--- src/rtl/ffrsa_pkg.sv ---
`default_nettype none

package ffrsa_pkg;

   // Field widths of the request and response items
   localparam int FUNC_W   = 2;
   localparam int IDX_IN_W = 8;
   localparam int AMT_W    = 9;
   localparam int CNT_IN_W = 16;
   localparam int STATUS_W = 2;
   localparam int BASE_W   = 8;
   localparam int LEN_W    = 9;

   // Operation selector
   typedef enum logic [FUNC_W-1:0] {
      FUNC_ALLOC = 2'd0,
      FUNC_SET   = 2'd1,
      FUNC_READ  = 2'd2,
      FUNC_NONE  = 2'd3
   } func_type;

   // Response status codes
   typedef enum logic [STATUS_W-1:0] {
      ST_OK     = 2'd0,
      ST_NO_RUN = 2'd1,
      ST_RANGE  = 2'd2,
      ST_AMOUNT = 2'd3
   } status_type;

   // Controller states
   typedef enum logic [2:0] {
      S_CLEAR,
      S_IDLE,
      S_DECODE,
      S_SCAN,
      S_ALLOC_WR,
      S_READ_CAP,
      S_SET_PROP,
      S_DONE
   } state_type;

   // Controller to datapath commands
   typedef struct packed {
      logic       clear;
      logic       load;
      logic       len_rd;
      logic       scan;
      logic       alloc_wr;
      logic       len_cap;
      logic       prop;
      logic       len_clr;
      logic       fail;
      status_type fail_code;
      logic       publish;
   } cmd_type;

   // Datapath to controller status
   typedef struct packed {
      logic     clr_last;
      func_type func;
      logic     amount_zero;
      logic     idx_ok;
      logic     hit;
      logic     scan_fail;
      logic     prop_done;
      logic     value_zero;
      logic     out_free;
   } stat_type;

endpackage

`default_nettype wire

--- src/rtl/ffrsa_ctrl.sv ---
`default_nettype none

module ffrsa_ctrl (
   input  wire logic                clock,
   input  wire logic                reset,
   input  wire logic                req_valid,
   output logic                     req_ready,
   input  wire ffrsa_pkg::stat_type stat,
   output ffrsa_pkg::cmd_type       cmd
);
   import ffrsa_pkg::*;

   state_type state_ff;
   state_type state_in;

   // State register
   always_ff @(posedge clock) begin
      if (reset) begin
         state_ff <= S_CLEAR;
      end else begin
         state_ff <= state_in;
      end
   end

   // Next state
   always_comb begin
      state_in = state_ff;
      unique case (state_ff)
         S_CLEAR: begin
            if (stat.clr_last) state_in = S_IDLE;
         end
         S_IDLE: begin
            if (req_valid) state_in = S_DECODE;
         end
         S_DECODE: begin
            unique case (stat.func)
               FUNC_ALLOC: state_in = stat.amount_zero ? S_DONE : S_SCAN;
               FUNC_SET:   state_in = stat.idx_ok ? S_SET_PROP : S_DONE;
               FUNC_READ:  state_in = stat.idx_ok ? S_READ_CAP : S_DONE;
               FUNC_NONE:  state_in = S_DONE;
               default:    state_in = S_DONE;
            endcase
         end
         S_SCAN: begin
            if (stat.hit) begin
               state_in = S_ALLOC_WR;
            end else if (stat.scan_fail) begin
               state_in = S_DONE;
            end
         end
         S_ALLOC_WR: state_in = S_DONE;
         S_READ_CAP: state_in = S_DONE;
         S_SET_PROP: begin
            if (stat.prop_done) state_in = S_DONE;
         end
         S_DONE: begin
            if (stat.out_free) state_in = S_IDLE;
         end
         default: state_in = S_CLEAR;
      endcase
   end

   // Outputs
   always_comb begin
      cmd       = '0;
      req_ready = 1'b0;
      unique case (state_ff)
         S_CLEAR: cmd.clear = 1'b1;
         S_IDLE: begin
            req_ready = 1'b1;
            cmd.load  = req_valid;
         end
         S_DECODE: begin
            cmd.len_rd = 1'b1;
            unique case (stat.func)
               FUNC_ALLOC: begin
                  if (stat.amount_zero) begin
                     cmd.fail      = 1'b1;
                     cmd.fail_code = ST_AMOUNT;
                  end
               end
               FUNC_SET, FUNC_READ: begin
                  if (!stat.idx_ok) begin
                     cmd.fail      = 1'b1;
                     cmd.fail_code = ST_RANGE;
                  end
               end
               FUNC_NONE: ;
               default: ;
            endcase
         end
         S_SCAN: begin
            cmd.scan = 1'b1;
            if (stat.scan_fail && !stat.hit) begin
               cmd.fail      = 1'b1;
               cmd.fail_code = ST_NO_RUN;
            end
         end
         S_ALLOC_WR: cmd.alloc_wr = 1'b1;
         S_READ_CAP: cmd.len_cap = 1'b1;
         S_SET_PROP: begin
            cmd.prop    = 1'b1;
            cmd.len_clr = stat.prop_done && stat.value_zero;
         end
         S_DONE: cmd.publish = stat.out_free;
         default: ;
      endcase
   end

endmodule

`default_nettype wire

--- config.mk ---
export PLATFORM = sky130hd
export DESIGN_NAME = ffrsa_ctrl
export DESIGN_NICKNAME = d
export VERILOG_FILES = /design/src/rtl/ffrsa_pkg.sv /design/src/rtl/ffrsa_ctrl.sv
export SDC_FILE = /design/constraint.sdc
export NUM_CORES = 1
export LEC_CHECK = 0
export ABC_AREA = 1
export CAP_MARGIN = 15
export CORE_AREA = 3 3 40 42
export CTS_BUF_LIST = sky130_fd_sc_hd__clkbuf_8
export DETAILED_ROUTE_END_ITERATION = 7
export DIE_AREA = 0 0 43 45
export DONT_BUFFER_PORTS = 1
export GPL_ROUTABILITY_DRIVEN = 0
export SYNTH_ARGS = -nofsm -noshare
export SYNTH_HDL_FRONTEND = slang
export SYNTH_SLANG_ARGS = --single-unit
--- constraint.sdc ---
create_clock -name clock -period 1.4 [get_ports clock]
set_clock_uncertainty 0.1 [all_clocks]
set_input_delay 0.14 -clock clock [delete_from_list [all_inputs] [get_ports clock]]
set_output_delay 0.14 -clock clock [all_outputs]
set_load 0.02 [all_outputs]
==> impl_metrics.yaml, run 1 <==
pwr:
  p_per_area_nw_per_um2: 1960
  p_leak_uw: 0.000464
  total_power_uw: 1670
  pwr-share-comb_pct: 72.3
  intPower_uw: 828
  p_sw_share_pct: 50.5
  ir_worst_vdd_mv: 0.988
  seq_power_share_pct: 13.3
  clockPowerShare_pct: 14.4
  p_switching_uw: 845
clock_tree:
  cts_root_buf: "clkbuf_8"
  clockBufferDepth: 2
  path_clk_slew_ns: 0.03
  clk-insertion-delay-late_ns: 0.21
  cts_max_level: 1
  cts_buffers: 3
  cts_tree: "built"
  clock-sinks: 3
die:
  coreArea_um2: 1280
  start_util_pct: 44.5
  fp.dieW_um: 43
  die_h_um: 45
  die-area_um2: 1940
  io_pins: 26
  rows: 13
placed_design:
  io_buffers: 0
  dp.cells: 117
  post_dp_cell_area_um2: 683
  pre_cts_ws_ns: -0.0142
  hpwl_um: 1040
final_layout:
  largest_register_ffs: 3
  largestRegisters: "state_ff: 3 flops"
  area_growth_pct: 49.5
  final_common_cell: "nand2_1"
  regMostFlops: "state_ff"
  final_nets: 130
  fin_area_um2: 855
  drive_above_1_share_pct: 44.6
  diodes: 0
  fin_cells: 127
  most-common-layout-cells: "nand2_1, buf_4, inv_1"
worst_setup_path:
  required_ns: 1.16
  slowest_stage: "dfxtp_2"
  arrival_ns: 1.16
  critPathLaunchType: "flip-flop"
  critical-path-top-delay-family: "flip-flops"
  critPathKind: "flip-flop to primary output"
  path_buf_inv: 2
  critical-path-max-stage-delay_ns: 0.35
  path_max_fanout: 4
  path_cells: "inv_2 -> nor2_4 -> nand2_4 -> o31ai_4 -> buf_4"
  end_kind: "primary output"
drt:
  ant_nets: 0
  num_vias: 599
  drc: 0
  wl_um: 1300
  viasPerCell: 4.72
  firstDrtPassIters: 3
  wl_per_cell_um: 10.3
  initialDrtViolationCount: 4
grt:
  antenna_found_initial: 0
  grt-ovfl-total: 0
  grt_usage_pct: 13.5
  grt_max_degree: 10
  grt_pass1_vias: 516
  grt_pass1_wl_um: 2020
yosys:
  syn_area_per_cell_um2: 6.28
  syn_inst: 91
  synth-seq-area-share_pct: 10.5
  synth_area_um2: 572
  yosysTopAreaCell: "nand2_1"
  synth_cell_types: 23
  synth.top_cell.area_share_pct: 13.1
  syn_nets: 108
  yosysWarnings: 0
  netlist_top_cells_area: "nand2_1, dfxtp_1, inv_1"
  synth_seq_cells: 3
outcome:
  status: "finished, violations left"
  failed_checks: "negative setup slack"
timing:
  rsz0062_at_grt: "true"
  max_slew_margin_pct: 76.8
  hold_viol: 0
  fmax_ghz: 0.714
  fin_crit_sh_pct: 100
  tightest_slew_ns: 0.347
  fin_crit_ns: 1.40
  hold_ws_ns: 0.161
  fin_ws_ns: -0.00150
  setup_viol: 1
  slew_violations: 0
job:
  max-cap-violations: 0
hold_path:
  hp-class: "input port to flip-flop"
## path summary, 6_finish.rpt
path	start	to	depth (start not counted)	slack (ns)
hold / removal	stat[8]	state_ff[1]$_SDFFE_PP0P_	6	0.16
setup / recovery	state_ff[1]$_SDFFE_PP0P_	cmd[1]	5	-0.001
setup reg to reg	state_ff[1]$_SDFFE_PP0P_	state_ff[1]$_SDFFE_PP0P_	9	0.11
hold reg to reg	state_ff[0]$_SDFFE_PP0P_	state_ff[0]$_SDFFE_PP0P_	3	0.50
## kinds of logic after synthesis
| family | synth area share [%] |
|---|---|
| flops | 10.5 |
| compound gates | 8.75 |
| fa+ha+maj | 8.75 |
| buf+inv | 18.8 |
| simple gates | 53.2 |
## power groups by stage
stage / Clock [uW] / Combinational (uW) / Sequential, uW
finish: 241 / 1210 / 222
global route: 256 / 1350 / 228
CTS: 245 / 1110 / 213
detailed placement: 0 / 973 / 222
global placement: 0 / 970 / 222
floorplan: 0 / 863 / 163
## worst register-to-register path, stage by stage (launching register included)
cell     delay (ns)
dfxtp_2        0.35
inv_2          0.06
buf_4          0.12
buf_4          0.12
nand4_2        0.08
nand2_2        0.08
inv_1          0.06
nand2_1        0.06
nor2_1         0.10
nor2_1         0.05
## stage by stage
| stage | util (%) | setup TNS, ns |
|---|---|---|
| 6_report | 66.5 | -0.00150 |
| 5_1_grt | 66.5 | -0.273 |
| 4_1_cts | 61.1 | -0.0395 |
| 3_5_place_dp | 53.2 | -0.0142 |
| 3_3_place_gp | 53.2 | -0.0164 |
| 2_1_floorplan | - | 0 |
## cells in the mapped netlist
cell type,number
a21boi_0,2
a21oi_1,1
buf_6,3
dfxtp_1,3
ha_1,4
inv_1,15
inv_2,3
inv_4,1
nand2_1,20
nand2_2,4
nand3_1,4
nand3_4,2
nand3b_1,2
nand4_1,1
nand4_2,2
nor2_1,11
nor2_2,3
nor2_4,1
nor3_1,3
nor3_2,1
nor4_1,1
o21bai_1,2
o31ai_1,2
## cell type report
type | count | area (um2)
clock buffer | 3 | 41.3
sequential | 3 | 66.3
multi-input combinational | 66 | 484
tap | 15 | 18.8
timing repair buffer | 20 | 164
inverter | 19 | 76.3
clock inverter | 1 | 3.75
fill | 119 | 430
## timing repair
item | in CTS | in global routing
pin swaps | 2 | 3
buffers inserted | 4 | 1
endpoints found under the setup margin | 13 | 10
resized for setup | 7 | 12
hold buffers | 1 | 0
hold endpoints to repair | 2 | 0
## routing by layer
| metal | GRT usage [%] | vias up | routed length [um] |
|---|---|---|---|
| li1 | - | 327 | - |
| met1 | 15.6 | 252 | 572 |
| met2 | 24.0 | 20 | 631 |
| met3 | 5.98 | 0 | 99 |
| met4 | 1.81 | 0 | 0 |
| met5 | 0 | - | 0 |
Power figures use the tool's default switching activity.
==> run 2: changes to the inputs <==
Settings changed: REMOVE_ABC_BUFFERS set to 1.
==> impl_metrics.yaml, run 2 (synthesized netlist as in run 1, its figures left out) <==
timing:
  fmax_ghz: 0.701
  slew_violations: 0
  fin_crit_ns: 1.43
  fin_ws_ns: -0.0272
  fin_crit_sh_pct: 102
  max_slew_margin_pct: 83.1
  tightest_slew_ns: 0.251
  rsz0062_at_grt: "true"
  setup_viol: 2
  hold_viol: 0
  hold_ws_ns: 0.160
drt:
  num_vias: 631
  wl_um: 1410
  initialDrtViolationCount: 15
  firstDrtPassIters: 4
  ant_nets: 0
  drc: 0
  viasPerCell: 4.89
  wl_per_cell_um: 11.0
pwr:
  ir_worst_vdd_mv: 1.18
  p_switching_uw: 858
  clockPowerShare_pct: 14.9
  seq_power_share_pct: 14.2
  p_sw_share_pct: 50.1
  intPower_uw: 853
  p_per_area_nw_per_um2: 2100
  pwr-share-comb_pct: 70.9
  p_leak_uw: 0.000462
clock_tree:
  clock-sinks: 3
  cts_buffers: 3
  cts_root_buf: "clkbuf_8"
  cts_max_level: 1
  path_clk_slew_ns: 0.03
  clk-insertion-delay-late_ns: 0.22
  cts_tree: "built"
  clockBufferDepth: 2
final_layout:
  regMostFlops: "state_ff"
  utilization_pct: 63.5
  multi_input_area_um2: 430
  diodes: 0
  final_nets: 132
  drive_above_1_share_pct: 43.0
  seq_area_um2: 71.3
  largestRegisters: "state_ff: 3 flops"
  nFillCells: 119
  most-common-layout-cells: "nand2_1, buf_4, inv_1"
  largest_register_ffs: 3
  area_growth_pct: 42.7
worst_setup_path:
  critPathKind: "flip-flop to primary output"
  path_max_fanout: 4
  arrival_ns: 1.19
  critPathLaunchType: "flip-flop"
  required_ns: 1.16
  end_kind: "primary output"
grt:
  met2_usage_pct: 24.6
  grt_pass1_wl_um: 2260
  grt-ovfl-total: 0
  grt_max_degree: 12
  grt_use_met1_pct: 20.0
  antenna_found_initial: 0
  grt_pass1_vias: 540
  grt_use_met3_pct: 3.59
  grt_usage_pct: 15.0
  busiest_layer: "met2"
die:
  fp.dieW_um: 43
  coreArea_um2: 1280
  die_h_um: 45
  start_util_pct: 44.5
  die-area_um2: 1940
  rows: 13
  io_pins: 26
hold_path:
  hp-class: "input port to flip-flop"
outcome:
  failed_checks: "negative setup slack"
  status: "finished, violations left"
placed_design:
  io_buffers: 0
  hpwl_um: 1060
job:
  max-cap-violations: 0
run 2: changes by cell type in the layout (fill, tap and decap cells not counted), moves of 2 or more:
cell / previous run / this run
buf_4: 16 / 20
buf_6: 3 / 1
dfxtp_2: 2 / 0
dfxtp_4: 1 / 3
o31ai_1: 0 / 2
o31ai_4: 2 / 0
run 2: per-stage QoR:
| stage | power, uW | area [um2] | setup TNS (ns) | cells | setup slack [ns] |
|---|---|---|---|---|---|
| final | 1710 | 816 | -0.0458 | 129 | -0.0272 |
| after detailed placement | 1200 | 669 | 0 | 118 | 0.000335 |
| after global placement | 1200 | 669 | -0.0158 | 118 | -0.0158 |
| after global routing | 1860 | 816 | -0.351 | 129 | -0.0810 |
| after CTS | 1530 | 752 | -0.138 | 125 | -0.0815 |
| after floorplan | 912 | 538 | -0.805 | 88 | -0.265 |
run 2: timing repair:
item / CTS / global route
hold buffers: 1 / 0
pin swaps: 2 / 2
resized for setup: 6 / 11
buffers inserted: 2 / 4
endpoints found under the setup margin: 14 / 7
endpoints found under the hold margin: 3 / 0
cloned: 0 / 0
run 2: path summary, 6_finish.rpt:
check                            from                       end  slack (ns)  cells after the start
max          state_ff[1]$_SDFFE_PP0P_                    cmd[3]       -0.03                      5
min                           stat[8]  state_ff[1]$_SDFFE_PP0P_        0.16                      6
max reg2reg  state_ff[1]$_SDFFE_PP0P_  state_ff[2]$_SDFFE_PP0P_        0.10                      9
min reg2reg  state_ff[0]$_SDFFE_PP0P_  state_ff[0]$_SDFFE_PP0P_        0.53                      3
run 2: cell type report:
| class | instances | share of cell area [%] |
|---|---|---|
| clock inverter | 1 | 0.460 |
| sequential | 3 | 8.74 |
| clock buffer | 3 | 5.06 |
| multi-input combinational | 66 | 52.8 |
| inverter | 19 | 9.66 |
| tap | 15 | 2.30 |
| timing repair buffer | 22 | 21.0 |
run 2: power groups by stage:
stage / Clock [uW] / Combinational, uW / Sequential (uW)
after floorplan: 0 / 663 / 250
after global placement: 0 / 973 / 222
after detailed placement: 0 / 980 / 223
after CTS: 256 / 1030 / 242
after global routing: 270 / 1350 / 249
final: 255 / 1210 / 244
run 2: layer usage:
metal  vias to the layer above  routed length [um]
li1                        332                   -
met5                         -                   0
met1                       282                 631
met3                         3                  70
met4                         0                  13
met2                        14                 697
run 2: critical path: stages (launching register included):
cell and delay [ns]:
dfxtp_4 0.37, inv_4 0.05, nor2_4 0.08, nand2_2 0.08
o31ai_1 0.22, buf_4 0.18
